$ cat src/sv/hsl_pkg.sv
`timescale 1ns / 1ps

package hsl_pkg;

  typedef struct packed {
    logic [8:0] hue_degrees;
    logic [7:0] saturation;
    logic [7:0] lightness;
  } hsl_in_t;

  typedef struct packed {
    logic [7:0] red;
    logic [7:0] green;
    logic [7:0] blue;
  } rgb_out_t;

  // hue geometry in whole degrees
  localparam int unsigned HUE_WRAP        = 360;
  localparam int unsigned HUE_THIRD       = 120;
  localparam int unsigned HUE_TWO_THIRDS  = 240;
  localparam int unsigned RAMP_RISE_END   = 60;
  localparam int unsigned RAMP_FALL_START = 180;
  localparam int unsigned RAMP_FALL_END   = 240;
  localparam int unsigned RAMP_SPAN       = 60;

  localparam int unsigned CHAN_MAX    = 255;
  localparam int unsigned NUM_CHAN    = 3;
  localparam int unsigned CHAN_RED    = 0;
  localparam int unsigned CHAN_GREEN  = 1;
  localparam int unsigned CHAN_BLUE   = 2;

  // floor(x / 60) for x below 2^14: estimate by reciprocal, then one fix-up
  localparam int unsigned SCALED_W    = 14;
  localparam int unsigned DIV60_MUL   = 1092;
  localparam int unsigned DIV60_MUL_W = 11;
  localparam int unsigned DIV60_SHIFT = 16;

  typedef logic [5:0] ramp_pos_t;

  typedef struct packed {
    logic             zero_sat;
    logic [7:0]       lightness;
    ramp_pos_t [2:0]  k;
  } hsl_side_t;

  // hue plus offset, wrapped into 0..359 (hue already below 360)
  function automatic logic [8:0] hue_shift(input logic [8:0] hue, input logic [8:0] offs);
    logic [9:0] sum;
    sum = {1'b0, hue} + {1'b0, offs};
    if (sum >= 10'(HUE_WRAP)) begin
      sum = sum - 10'(HUE_WRAP);
    end
    return sum[8:0];
  endfunction

  // position on the piecewise-linear ramp, 0..60
  function automatic ramp_pos_t ramp_pos(input logic [8:0] deg);
    logic [8:0] fall;
    ramp_pos_t  k;
    fall = 9'(RAMP_FALL_END) - deg;
    if (deg < 9'(RAMP_RISE_END)) begin
      k = deg[5:0];
    end else if (deg < 9'(RAMP_FALL_START)) begin
      k = 6'(RAMP_SPAN);
    end else if (deg < 9'(RAMP_FALL_END)) begin
      k = fall[5:0];
    end else begin
      k = '0;
    end
    return k;
  endfunction

endpackage

$ cat src/sv/hsl_norm.sv
`timescale 1ns / 1ps

// scales lightness and saturation to fixed point (x * 2^F / 255, rounded)
// and works out the ramp positions of the three channels
module hsl_norm #(
  parameter int unsigned FRAC_BITS = 16
) (
  input  logic                 clk,
  input  logic                 rst_n,
  input  logic                 en,
  input  logic                 valid_in,
  input  hsl_pkg::hsl_in_t     data_in,
  output logic                 valid_out,
  output logic [FRAC_BITS:0]   lq_out,
  output logic [FRAC_BITS:0]   sq_out,
  output hsl_pkg::hsl_side_t   side_out
);

  localparam int unsigned XW  = FRAC_BITS + 8;
  localparam int unsigned QW  = FRAC_BITS + 1;
  localparam int unsigned DSH = FRAC_BITS + 9;
  localparam int unsigned RW  = FRAC_BITS + 3;
  localparam int unsigned PW  = XW + RW;
  localparam logic [63:0] RECIP_FULL = (64'd1 << DSH) / 64'd255;
  localparam logic [RW-1:0] RECIP = RECIP_FULL[RW-1:0];

  logic            valid1_r;
  logic [PW-1:0]   prod_l_r, prod_s_r;
  logic [8:0]      hue1_r;
  logic [7:0]      l1_r, s1_r;

  logic            valid2_r;
  logic [QW-1:0]   lq2_r, sq2_r;
  hsl_pkg::hsl_side_t side2_r;

  logic [XW-1:0]   x_l, x_s;
  logic [8:0]      hue_red;
  logic [QW-1:0]   lq_nxt, sq_nxt;
  hsl_pkg::hsl_side_t side_nxt;

  // adding 127 before the divide only fills the low fraction bits
  assign x_l = {data_in.lightness, FRAC_BITS'(127)};
  assign x_s = {data_in.saturation, FRAC_BITS'(127)};

  always_comb begin
    hue_red = data_in.hue_degrees;
    if (data_in.hue_degrees >= 9'(hsl_pkg::HUE_WRAP)) begin
      hue_red = data_in.hue_degrees - 9'(hsl_pkg::HUE_WRAP);
    end
  end

  // estimate is the quotient or one below it; one compare fixes it
  function automatic logic [QW-1:0] div_fix(input logic [PW-1:0] prod,
                                            input logic [7:0] raw);
    logic [QW-1:0] qe;
    logic [XW:0]   x, qm, rem;
    qe  = prod[DSH +: QW];
    x   = {1'b0, raw, FRAC_BITS'(127)};
    qm  = {qe, 8'b0} - (XW+1)'(qe);
    rem = x - qm;
    if (rem >= (XW+1)'(hsl_pkg::CHAN_MAX)) begin
      qe = qe + QW'(1);
    end
    return qe;
  endfunction

  always_comb begin
    lq_nxt = div_fix(prod_l_r, l1_r);
    sq_nxt = div_fix(prod_s_r, s1_r);
    side_nxt.zero_sat  = (s1_r == 8'd0);
    side_nxt.lightness = l1_r;
    side_nxt.k[hsl_pkg::CHAN_RED] =
      hsl_pkg::ramp_pos(hsl_pkg::hue_shift(hue1_r, 9'(hsl_pkg::HUE_THIRD)));
    side_nxt.k[hsl_pkg::CHAN_GREEN] = hsl_pkg::ramp_pos(hue1_r);
    side_nxt.k[hsl_pkg::CHAN_BLUE] =
      hsl_pkg::ramp_pos(hsl_pkg::hue_shift(hue1_r, 9'(hsl_pkg::HUE_TWO_THIRDS)));
  end

  always_ff @(posedge clk) begin
    if (!rst_n) begin
      valid1_r <= 1'b0;
      valid2_r <= 1'b0;
    end else if (en) begin
      valid1_r <= valid_in;
      valid2_r <= valid1_r;
    end
  end

  always_ff @(posedge clk) begin
    if (en) begin
      prod_l_r <= PW'(x_l) * PW'(RECIP);
      prod_s_r <= PW'(x_s) * PW'(RECIP);
      hue1_r   <= hue_red;
      l1_r     <= data_in.lightness;
      s1_r     <= data_in.saturation;
      lq2_r    <= lq_nxt;
      sq2_r    <= sq_nxt;
      side2_r  <= side_nxt;
    end
  end

  assign valid_out = valid2_r;
  assign lq_out    = lq2_r;
  assign sq_out    = sq2_r;
  assign side_out  = side2_r;

endmodule

$ cat src/sv/hsl_levels.sv
`timescale 1ns / 1ps

// forms the high level v2 and low level v1 from lightness and saturation
module hsl_levels #(
  parameter int unsigned FRAC_BITS = 16
) (
  input  logic                 clk,
  input  logic                 rst_n,
  input  logic                 en,
  input  logic                 valid_in,
  input  logic [FRAC_BITS:0]   lq_in,
  input  logic [FRAC_BITS:0]   sq_in,
  input  hsl_pkg::hsl_side_t   side_in,
  output logic                 valid_out,
  output logic [FRAC_BITS:0]   v1_out,
  output logic [FRAC_BITS:0]   v2_out,
  output hsl_pkg::hsl_side_t   side_out
);

  localparam int unsigned QW = FRAC_BITS + 1;
  localparam logic [QW-1:0] ONE = QW'(1) << FRAC_BITS;

  logic               valid3_r, valid4_r, valid5_r;
  logic [2*QW-1:0]    prod3_r;
  logic [QW-1:0]      lq3_r, sq3_r, lq4_r, v2_4_r;
  logic [QW-1:0]      v1_r, v2_r;
  hsl_pkg::hsl_side_t side3_r, side4_r, side5_r;

  logic [2*QW-1:0]    prod_rnd;
  logic [QW-1:0]      sl;
  logic [QW:0]        v2_raw;
  logic [QW-1:0]      v2_nxt, v1_nxt;
  logic [QW:0]        two_lq;

  assign prod_rnd = prod3_r + ((2*QW)'(1) << (FRAC_BITS - 1));
  assign sl       = prod_rnd[FRAC_BITS +: QW];

  always_comb begin
    // dark half: L*(1+S); light half: L+S-L*S
    if (!side3_r.lightness[7]) begin
      v2_raw = {1'b0, lq3_r} + {1'b0, sl};
    end else begin
      v2_raw = {1'b0, lq3_r} + {1'b0, sq3_r} - {1'b0, sl};
    end
    if (v2_raw > {1'b0, ONE}) begin
      v2_nxt = ONE;
    end else begin
      v2_nxt = v2_raw[QW-1:0];
    end
  end

  always_comb begin
    logic [QW:0] diff;
    two_lq = {lq4_r, 1'b0};
    diff   = two_lq - {1'b0, v2_4_r};
    if (two_lq >= {1'b0, v2_4_r}) begin
      if (diff > {1'b0, v2_4_r}) begin
        v1_nxt = v2_4_r;
      end else begin
        v1_nxt = diff[QW-1:0];
      end
    end else begin
      v1_nxt = '0;
    end
  end

  always_ff @(posedge clk) begin
    if (!rst_n) begin
      valid3_r <= 1'b0;
      valid4_r <= 1'b0;
      valid5_r <= 1'b0;
    end else if (en) begin
      valid3_r <= valid_in;
      valid4_r <= valid3_r;
      valid5_r <= valid4_r;
    end
  end

  always_ff @(posedge clk) begin
    if (en) begin
      prod3_r <= (2*QW)'(lq_in) * (2*QW)'(sq_in);
      lq3_r   <= lq_in;
      sq3_r   <= sq_in;
      side3_r <= side_in;
      lq4_r   <= lq3_r;
      v2_4_r  <= v2_nxt;
      side4_r <= side3_r;
      v1_r    <= v1_nxt;
      v2_r    <= v2_4_r;
      side5_r <= side4_r;
    end
  end

  assign valid_out = valid5_r;
  assign v1_out    = v1_r;
  assign v2_out    = v2_r;
  assign side_out  = side5_r;

  a_v1_below_v2: assert property (@(posedge clk) disable iff (!rst_n)
    valid5_r |-> (v1_r <= v2_r))
    else $error("low level above high level");

  a_v2_clamped: assert property (@(posedge clk) disable iff (!rst_n)
    valid4_r |-> (v2_4_r <= ONE))
    else $error("high level above full scale");

  a_hold_on_stall: assert property (@(posedge clk) disable iff (!rst_n)
    (!en && valid5_r) |=> (valid5_r && $stable(v1_r) && $stable(v2_r)))
    else $error("level stage changed while stalled");

endmodule

$ cat src/sv/hsl_ramp.sv
`timescale 1ns / 1ps

// evaluates the hue ramp for the three channels and scales to 8 bits; zero saturation passes lightness
module hsl_ramp #(
  parameter int unsigned FRAC_BITS = 16
) (
  input  logic                 clk,
  input  logic                 rst_n,
  input  logic                 en,
  input  logic                 valid_in,
  input  logic [FRAC_BITS:0]   v1_in,
  input  logic [FRAC_BITS:0]   v2_in,
  input  hsl_pkg::hsl_side_t   side_in,
  output logic                 valid_out,
  output hsl_pkg::rgb_out_t    data_out
);

  localparam int unsigned QW = FRAC_BITS + 1;
  localparam int unsigned TW = QW + 7;
  localparam int unsigned NW = TW + 9;
  localparam int unsigned SW = hsl_pkg::SCALED_W;
  localparam int unsigned MW = SW + hsl_pkg::DIV60_MUL_W;
  localparam logic [NW-1:0] HALF_DEN = NW'(hsl_pkg::RAMP_SPAN / 2) << FRAC_BITS;

  logic               valid6_r, valid7_r, valid8_r, valid9_r;
  logic [TW-1:0]      base6_r;
  logic [TW-1:0]      dk6_r     [hsl_pkg::NUM_CHAN];
  logic [SW-1:0]      scaled7_r [hsl_pkg::NUM_CHAN];
  logic [SW-1:0]      scaled8_r [hsl_pkg::NUM_CHAN];
  logic [MW-1:0]      m8_r      [hsl_pkg::NUM_CHAN];
  logic [7:0]         chan9_r   [hsl_pkg::NUM_CHAN];
  hsl_pkg::hsl_side_t side6_r, side7_r, side8_r;

  logic [QW-1:0]      span;
  logic [SW-1:0]      scaled_nxt [hsl_pkg::NUM_CHAN];
  logic [7:0]         chan_nxt   [hsl_pkg::NUM_CHAN];

  assign span = v2_in - v1_in;

  // 255 * (60*v1 + (v2-v1)*k), rounded, then divided by 2^F
  always_comb begin
    for (int c = 0; c < hsl_pkg::NUM_CHAN; c++) begin
      logic [TW-1:0] t;
      logic [NW-1:0] num;
      t   = base6_r + dk6_r[c];
      num = NW'({t, 8'b0}) - NW'(t) + HALF_DEN;
      scaled_nxt[c] = num[FRAC_BITS +: SW];
    end
  end

  always_comb begin
    for (int c = 0; c < hsl_pkg::NUM_CHAN; c++) begin
      logic [8:0]    qe;
      logic [SW-1:0] qm, rem;
      qe  = m8_r[c][hsl_pkg::DIV60_SHIFT +: 9];
      qm  = SW'({qe, 6'b0} - {4'b0, qe, 2'b0});
      rem = scaled8_r[c] - qm;
      if (rem >= SW'(hsl_pkg::RAMP_SPAN)) begin
        qe = qe + 9'd1;
      end
      if (side8_r.zero_sat) begin
        chan_nxt[c] = side8_r.lightness;
      end else if (qe > 9'(hsl_pkg::CHAN_MAX)) begin
        chan_nxt[c] = 8'(hsl_pkg::CHAN_MAX);
      end else begin
        chan_nxt[c] = qe[7:0];
      end
    end
  end

  always_ff @(posedge clk) begin
    if (!rst_n) begin
      valid6_r <= 1'b0;
      valid7_r <= 1'b0;
      valid8_r <= 1'b0;
      valid9_r <= 1'b0;
    end else if (en) begin
      valid6_r <= valid_in;
      valid7_r <= valid6_r;
      valid8_r <= valid7_r;
      valid9_r <= valid8_r;
    end
  end

  always_ff @(posedge clk) begin
    if (en) begin
      base6_r <= TW'({v1_in, 6'b0}) - TW'({v1_in, 2'b0});
      side6_r <= side_in;
      side7_r <= side6_r;
      side8_r <= side7_r;
      for (int c = 0; c < hsl_pkg::NUM_CHAN; c++) begin
        dk6_r[c]     <= TW'(span) * TW'(side_in.k[c]);
        scaled7_r[c] <= scaled_nxt[c];
        scaled8_r[c] <= scaled7_r[c];
        m8_r[c]      <= MW'(scaled7_r[c]) * MW'(hsl_pkg::DIV60_MUL);
        chan9_r[c]   <= chan_nxt[c];
      end
    end
  end

  assign valid_out      = valid9_r;
  assign data_out.red   = chan9_r[hsl_pkg::CHAN_RED];
  assign data_out.green = chan9_r[hsl_pkg::CHAN_GREEN];
  assign data_out.blue  = chan9_r[hsl_pkg::CHAN_BLUE];

endmodule

$ cat src/sv/hsl_to_rgb_converter.sv
`timescale 1ns / 1ps

// channel  direction  ports                        payload
// input    in         in_valid in_ready in_data    hsl_pkg::hsl_in_t (hue, sat, light)
// result   out        out_valid out_ready out_data hsl_pkg::rgb_out_t (red, green, blue)
//
// nine register stages; one pixel accepted every clock unless a stall on out_ready holds the pipe
// the pace is set by the pipeline clock; the deepest stage holds the
// reciprocal multiply of the divide by 255 (F+8 by F+3 bits)
// rst_n clears every stage valid bit; data registers are not reset
// a stall on out_ready freezes all stages together, so nothing is lost
module hsl_to_rgb_converter #(
  parameter int unsigned FRAC_BITS = 16
) (
  input  logic               clk,
  input  logic               rst_n,
  input  logic               in_valid,
  output logic               in_ready,
  input  hsl_pkg::hsl_in_t   in_data,
  output logic               out_valid,
  input  logic               out_ready,
  output hsl_pkg::rgb_out_t  out_data
);

  logic                 en;
  logic                 norm_valid, lev_valid;
  logic [FRAC_BITS:0]   lq, sq, v1, v2;
  hsl_pkg::hsl_side_t   norm_side, lev_side;

  // the whole pipe moves unless a finished transaction waits at the output
  assign en       = !out_valid || out_ready;
  assign in_ready = en;

  hsl_norm #(.FRAC_BITS(FRAC_BITS)) u_norm (
    .clk       (clk),
    .rst_n     (rst_n),
    .en        (en),
    .valid_in  (in_valid),
    .data_in   (in_data),
    .valid_out (norm_valid),
    .lq_out    (lq),
    .sq_out    (sq),
    .side_out  (norm_side)
  );

  hsl_levels #(.FRAC_BITS(FRAC_BITS)) u_levels (
    .clk       (clk),
    .rst_n     (rst_n),
    .en        (en),
    .valid_in  (norm_valid),
    .lq_in     (lq),
    .sq_in     (sq),
    .side_in   (norm_side),
    .valid_out (lev_valid),
    .v1_out    (v1),
    .v2_out    (v2),
    .side_out  (lev_side)
  );

  hsl_ramp #(.FRAC_BITS(FRAC_BITS)) u_ramp (
    .clk       (clk),
    .rst_n     (rst_n),
    .en        (en),
    .valid_in  (lev_valid),
    .v1_in     (v1),
    .v2_in     (v2),
    .side_in   (lev_side),
    .valid_out (out_valid),
    .data_out  (out_data)
  );

endmodule

$ cat config.mk
export PLATFORM = sky130hd
export DESIGN_NAME = hsl_to_rgb_converter
export DESIGN_NICKNAME = d
export VERILOG_FILES = /design/src/sv/hsl_pkg.sv /design/src/sv/hsl_norm.sv /design/src/sv/hsl_levels.sv /design/src/sv/hsl_ramp.sv /design/src/sv/hsl_to_rgb_converter.sv
export SDC_FILE = /design/constraint.sdc
export NUM_CORES = 2
export LEC_CHECK = 0
export ABC_AREA = 0
export BUFFER_PORTS_ARGS = -buffer_cell sky130_fd_sc_hd__buf_2
export CORE_AREA = 2 2 316 318
export CTS_BUF_LIST = sky130_fd_sc_hd__clkbuf_4
export DETAILED_ROUTE_END_ITERATION = 8
export DIE_AREA = 0 0 318 320
export GPL_TIMING_DRIVEN = 0
export PLACE_DENSITY = 0.78
export SYNTH_ARGS = -nofsm -noshare
export SYNTH_HDL_FRONTEND = slang
export SYNTH_SLANG_ARGS = --single-unit
$ cat constraint.sdc
create_clock -name clk -period 17.9 [get_ports clk]
set_clock_uncertainty 0.1 [all_clocks]
set_input_delay 0 -clock clk [delete_from_list [all_inputs] [get_ports clk]]
set_output_delay 0 -clock clk [all_outputs]
set_load 0.03 [all_outputs]
# ---- Word-level counts from Yosys, hierarchy flattened
# Memories as Yosys holds them, arrays and structs flattened.
# Index checks and enable logic that the tools add are counted.
dict set report word_totals {
  word_cells 156
  regBits 444
  mem_count 5
  inputBits 29
  ramBits 246
  output_inout_bits 26
}
# name words word_bits rd rd_ports_with_merged_regs wr line_no
set memory_table {}
lappend memory_table {u_ramp.dk6_r 3 23 3 0 3 hsl_ramp.sv:27} ;# logic [TW-1:0] dk6_r [hsl_pkg::NUM_CHAN];
lappend memory_table {u_ramp.m8_r 3 23 3 0 3 hsl_ramp.sv:30} ;# logic [MW-1:0] m8_r [hsl_pkg::NUM_CHAN];
lappend memory_table {u_ramp.scaled7_r 3 14 3 0 3 hsl_ramp.sv:28} ;# logic [SW-1:0] scaled7_r [hsl_pkg::NUM_CHAN];
lappend memory_table {u_ramp.scaled8_r 3 14 3 0 3 hsl_ramp.sv:29} ;# logic [SW-1:0] scaled8_r [hsl_pkg::NUM_CHAN];
lappend memory_table {u_ramp.chan9_r 3 8 3 0 3 hsl_ramp.sv:31} ;# logic [7:0] chan9_r [hsl_pkg::NUM_CHAN];
dict set report classes {
  n_reduce_logical 3
  multipliers 9
  n_lt_le_gt_ge 23
  add_sub_neg 39
  mux 27
}
# cell count
set ops {}
lappend ops {{$add 30x21->30 const B} 3}
lappend ops {{$sub 30x24->30} 3}
lappend ops {{$mul 24x17->41 const B} 2}
lappend ops {{$add 24x24->24} 3}
lappend ops {{$mul 14x9->23 const B} 3}
lappend ops {{$mul 17x6->23} 3}
lappend ops {{$lt 9x8->1 const B} 6}
lappend ops {{$mux 6} 9}
lappend ops {{$mux 9} 6}
lappend ops {{$mux 17} 3}
lappend ops {{$ge 25x8->1 const B} 2}
lappend ops {{$sub 24x25->25} 2}
lappend ops {{$sub 25x17->25} 2}
lappend ops {{$mux 8} 6}
lappend ops {{$ge 14x6->1 const B} 3}
lappend ops {{$sub 14x11->14} 3}
lappend ops {{$sub 14x14->14} 3}
lappend ops {{$add 17x17->18} 2}
lappend ops {{$sub 18x17->18} 2}
lappend ops {{$add 17x1->17 const B} 2}
lappend ops {{$add 33x16->33 const B} 1}
lappend ops {{$mul 17x17->33} 1}
lappend ops {{$add 9x1->9 const B} 3}
lappend ops {{$gt 9x8->1 const B} 3}
lappend ops {{17 further kinds} 25}

# ---- Logic depth before layout (Yosys ltp)
# An unclocked memory read counts as a cell.
dict set report depth {
  word_depth 8
  mapped_depth 28
  depth_no_buf 27
}

# ---- Modules after synthesis
# A second synthesis with hierarchy kept.
dict set report unflattened {
  cells_unflattened 6313
  hier_area_um2 61854.3
}
# mod area_each_um2 cells_each seq_area_each_um2 n_inst
set modules_own_cells {}
lappend modules_own_cells {hsl_ramp 32439.9 3462 7587.3 1}
lappend modules_own_cells {hsl_levels 19406.1 1821 6095.8 1}
lappend modules_own_cells {hsl_norm 10002.1 1029 3643.5 1}
lappend modules_own_cells {hsl_to_rgb_converter 6.3 1 0.0 1}

# ---- Worst setup path after synthesis
# No wires, ideal clock.
dict set report synth_path {
  path_kind {flip-flop to flip-flop}
  startpoint {register u_ramp.valid9_r, in the netlist u_ramp.valid_out}
  endpoint {register u_levels.lq3_r[0] (enable)}
  setup_time_ps 4604
  stages_incl_launch_ff 4
  period_less_slack_ps 16269
  t_arrival_ps 11565
  path_buffers 1
  path_slack_ps 1631
  path_cell_list {dfxtp_1 -> nor2b_1 -> clkbuf_1 -> clkinv_1}
}
dict set report synth_between {
  elab_chain_len 2
}
# element line_no
set synth_lines {}
lappend synth_lines {{from (decl)} hsl_ramp.sv:25} ;# logic valid6_r, valid7_r, valid8_r, valid9_r;
lappend synth_lines {{from (signal assigned)} hsl_ramp.sv:81} ;# valid9_r <= valid8_r;
lappend synth_lines {{$logic_not 1->1} hsl_to_rgb_converter.sv:31} ;# assign en = !out_valid || out_ready;
lappend synth_lines {{$logic_or 1x1->1} hsl_to_rgb_converter.sv:31}
lappend synth_lines {{named net in_ready} hsl_to_rgb_converter.sv:18} ;# output logic in_ready,
lappend synth_lines {{to (signal assigned)} hsl_levels.sv:82} ;# lq3_r <= lq_in;
lappend synth_lines {{to (decl)} hsl_levels.sv:25} ;# logic [QW-1:0] lq3_r, sq3_r, lq4_r, v2_4_r;
# The timed path passes the listed nets, and every way through them passes these cells.
# A chain may end at the register's enable or synchronous reset.

==> impl_metrics.yaml <==
sta:
  rsz0062_at_grt: "false"
  period_minus_slack_ps: 9140
  final_max_slew_viol_count: 0
  timing.final.crit_share_pct: 51.1
  worstMarginPinSlew_ps: 1200
  setup_viol: 0
  relSlewSlack_pct: 19.9
  hold_viol_final: 0
  setup_tns_ps: 0
  fmax_mhz: 109
clock_tree:
  clk_pin_slew_worst_paths_ps: 70
  clkSinkCount: 580
  cts_tree: "yes"
  cts_resized: 0
  cts_max_level: 4
  clk_latency_ps: 1060
  cts_buffers: 154
  clk_path_buf_depth: 3
  clock-root-buffer: "clkbuf_4"
critical_path:
  setup.worst_path.end: "u_ramp.dk6_r[0][22]"
  critPathKind: "reg -> reg"
  startpoint: "u_levels.v1_out[0]"
  crit_path_start_kind: "flop"
  arrival_ps: 9840
  worstReg2RegStart: "u_levels.v1_out[0]"
  worst_ep_required_time_ps: 18590
  endpoint_kind: "flop"
  reg2reg_to: "u_ramp.dk6_r[0][22]"
  reg2reg_depth: 27
  r2r_setup_slack_ps: 8760
  cp_max_fo: 10
synth:
  syn-cell-area_mm2: 0.0604
  synthTopCellsByCount: "inv_1, ha_1, edfxtp_1"
  async_flop_share_pct: 0
  ys_types: 100
  synth_top_area_cell: "edfxtp_1"
  synth_edf_count: 571
  syn_nets: 7460
  synth.top_cell.area_share_pct: 28.4
  ys_ff_latch: 580
  synthCells: 6181
  ys_top_cells_by_area: "edfxtp_1, ha_1, fa_1"
  synthFlopType: "edfxtp_1"
  synth-warning-count: 0
  syn_avg_cell_area_um2: 9.77
  synth_seq_area_share_pct: 28.7
  yosysMostFrequentCell: "inv_1"
route:
  post_drt_wl_per_cell_um: 18.5
  drt_iter0_markers: 3390
  detail_route.first_pass.iterations: 6
  final_antenna_net_count: 0
  via_per_inst: 5.84
  vias: 46000
  drc: 0
  drt-total-wl_um: 146000
global_routing:
  grt_max_degree: 115
  antenna_found_initial: 3
  grt_pass1_vias: 46500
  grt_usage_pct: 29.0
  grt-ovfl-total: 0
  grt_pass1_wl_um: 237000
die:
  num_rows: 115
  die_y_um: 320
  die_w_um: 318
  die_area_mm2: 0.102
  coreArea_mm2: 0.0980
  start_util_pct: 61.7
  io-pin-count: 55
finish:
  drive_gt1_share_pct: 5.83
  finish.net_count: 7747
  areaGrowthSynthToFinish_pct: 8.00
  fill_cells: 7667
placement:
  portBuffers: 54
  gp_congestion: 0.953
  dp_hpwl_um: 114000
hold_path:
  hp-class: "in -> reg"
status:
  outcome: "complete, no violations"
job:
  cap_viol_max_count: 0
[cell families after synthesis]
| group | count (synthesis) | synth area share, % |
|---|---|---|
| and+or+nand+nor | 1783 | 15.1 |
| adders and majority gates | 1251 | 31.6 |
| buffers and inverters | 1140 | 7.11 |
| AOI/OAI and AO/OA | 1017 | 11.5 |
| DFF | 580 | 28.7 |
| xor gates and xnor gates | 380 | 5.53 |
| muxes | 30 | 0.518 |
[state kept, by name, indices dropped and copies added, names as in the netlist, 17 cells and up]
name               cells
u_levels.v2_out       17
u_norm.prod_l_r       17
u_norm.prod_s_r       17
u_levels.lq3_r        17
u_norm.side_out       27
u_ramp.scaled8_r      39
u_ramp.scaled7_r      42
u_levels.prod3_r      18
u_levels.side3_r      27
u_levels.v2_4_r       17
u_levels.side4_r      27
u_levels.sq3_r        17
u_ramp.dk6_r          69
u_ramp.base6_r        22
u_ramp.m8_r           27
u_levels.lq4_r        17
u_ramp.chan9_r        24
u_levels.side_out     27
u_norm.lq_out         17
u_levels.v1_out       17
u_norm.sq_out         17
[how the worst min path moves through the flow]
stage / startpoint / to / slack (ps) / cells past startpoint
3_5_place_dp: in_data[17] / u_norm.hue1_r[1] / 90 / 1
3_3_place_gp: in_data[16] / u_norm.hue1_r[0] / 90 / 1
5_1_grt: in_data[14] / u_norm.prod_s_r[25] / 40 / 5
6_report: in_data[7] / u_norm.prod_l_r[25] / 110 / 5
2_1_floorplan: in_data[16] / u_norm.hue1_r[0] / -1 / 0
4_1_cts: in_data[5] / u_norm.prod_l_r[31] / 10 / 5
[cells in the final DEF (no fill, tap or decap), types with 31 or more instances in the layout]
| cell | synthesis | routed |
|---|---|---|
| nor2_1 | 334 | 334 |
| o211ai_1 | 32 | 32 |
| xor2_1 | 111 | 111 |
| fa_1 | 461 | 461 |
| dlygate4sd3_1 | 0 | 72 |
| a211oi_1 | 31 | 31 |
| and2_1 | 320 | 320 |
| a21oi_1 | 268 | 268 |
| nand4_1 | 56 | 56 |
| o21ai_0 | 160 | 160 |
| o21a_1 | 65 | 65 |
| or3_1 | 35 | 35 |
| edfxtp_1 | 571 | 571 |
| and3_1 | 36 | 36 |
| o21bai_1 | 39 | 39 |
| a31oi_1 | 40 | 40 |
| nand3_1 | 119 | 119 |
| ha_1 | 789 | 789 |
| nand2b_1 | 67 | 67 |
| nand2_1 | 446 | 446 |
| inv_1 | 971 | 971 |
| nor2b_1 | 61 | 61 |
| xnor2_1 | 268 | 268 |
| clkbuf_1 | 156 | 156 |
| nor3_1 | 155 | 155 |
| buf_2 | 5 | 59 |
| a21o_1 | 109 | 109 |
| clkbuf_4 | 0 | 208 |
[worst max-delay path: stages (launching register included)]
cell	delay, ps
edfxtp_1	500
ha_1	270
fa_1	400
nor2b_1	130
o21ai_0	100
a21boi_0	270
o21ai_0	150
a21boi_0	280
o21ai_0	160
nand2_1	100
xor2_1	830
clkbuf_1	550
nand2_1	150
fa_1	520
inv_1	40
fa_1	480
inv_1	60
fa_1	530
inv_1	40
ha_1	350
nand2_1	60
o21ai_0	410
a41oi_1	290
a2111oi_0	960
o31a_1	330
a21o_1	150
a21oi_1	70
xnor2_1	600
[layout make-up]
cell class                      count  area, um2  area share, %
Clock inverter                     67        508          0.779
Clock buffer                      208       1560           2.39
Tap cell                         1287       1610           2.47
Inverter                          972       3650           5.60
Sequential cell                   580      17300           26.6
Multi-Input combinational cell   4461      38800           59.5
Timing Repair Buffer              131       1130           1.73
Antenna cell                        7       17.5         0.0268
Buffer                            168        646          0.990
[what timing repair did]
action                    CTS  global route
hold buffers               72             0
hold endpoints to repair   68             0
setup buffers               0             0
[through the flow]
stage	cells	utilization [%]	cell area (um2)	hold slack, ps	setup slack, ps
3_3_place_gp	7522	63.6	62300	92.4	-3780
5_1_grt	7881	66.6	65200	44.6	8320
6_report	7881	66.6	65200	105	8760
3_5_place_dp	7527	63.7	62400	89.7	9010
2_1_floorplan	6181	-	60400	-1.13	1630
4_1_cts	7874	66.6	65200	10.7	8950
[per-layer routing]
metal / wire, um / part of all wire (%) / vias up / global-route usage, %
met2: 69900 / 48 / 1615 / 49.0
li1: - / - / 21900 / -
met4: 6240 / 4.3 / 0 / 12.7
met3: 10100 / 6.9 / 324 / 5.07
met1: 59400 / 41 / 22200 / 36.7
met5: 0 / 0 / - / 0
Power is left out: the tool's default activity adds up to more than one toggle a clock period on the data nets, which glitch-free logic cannot reach.
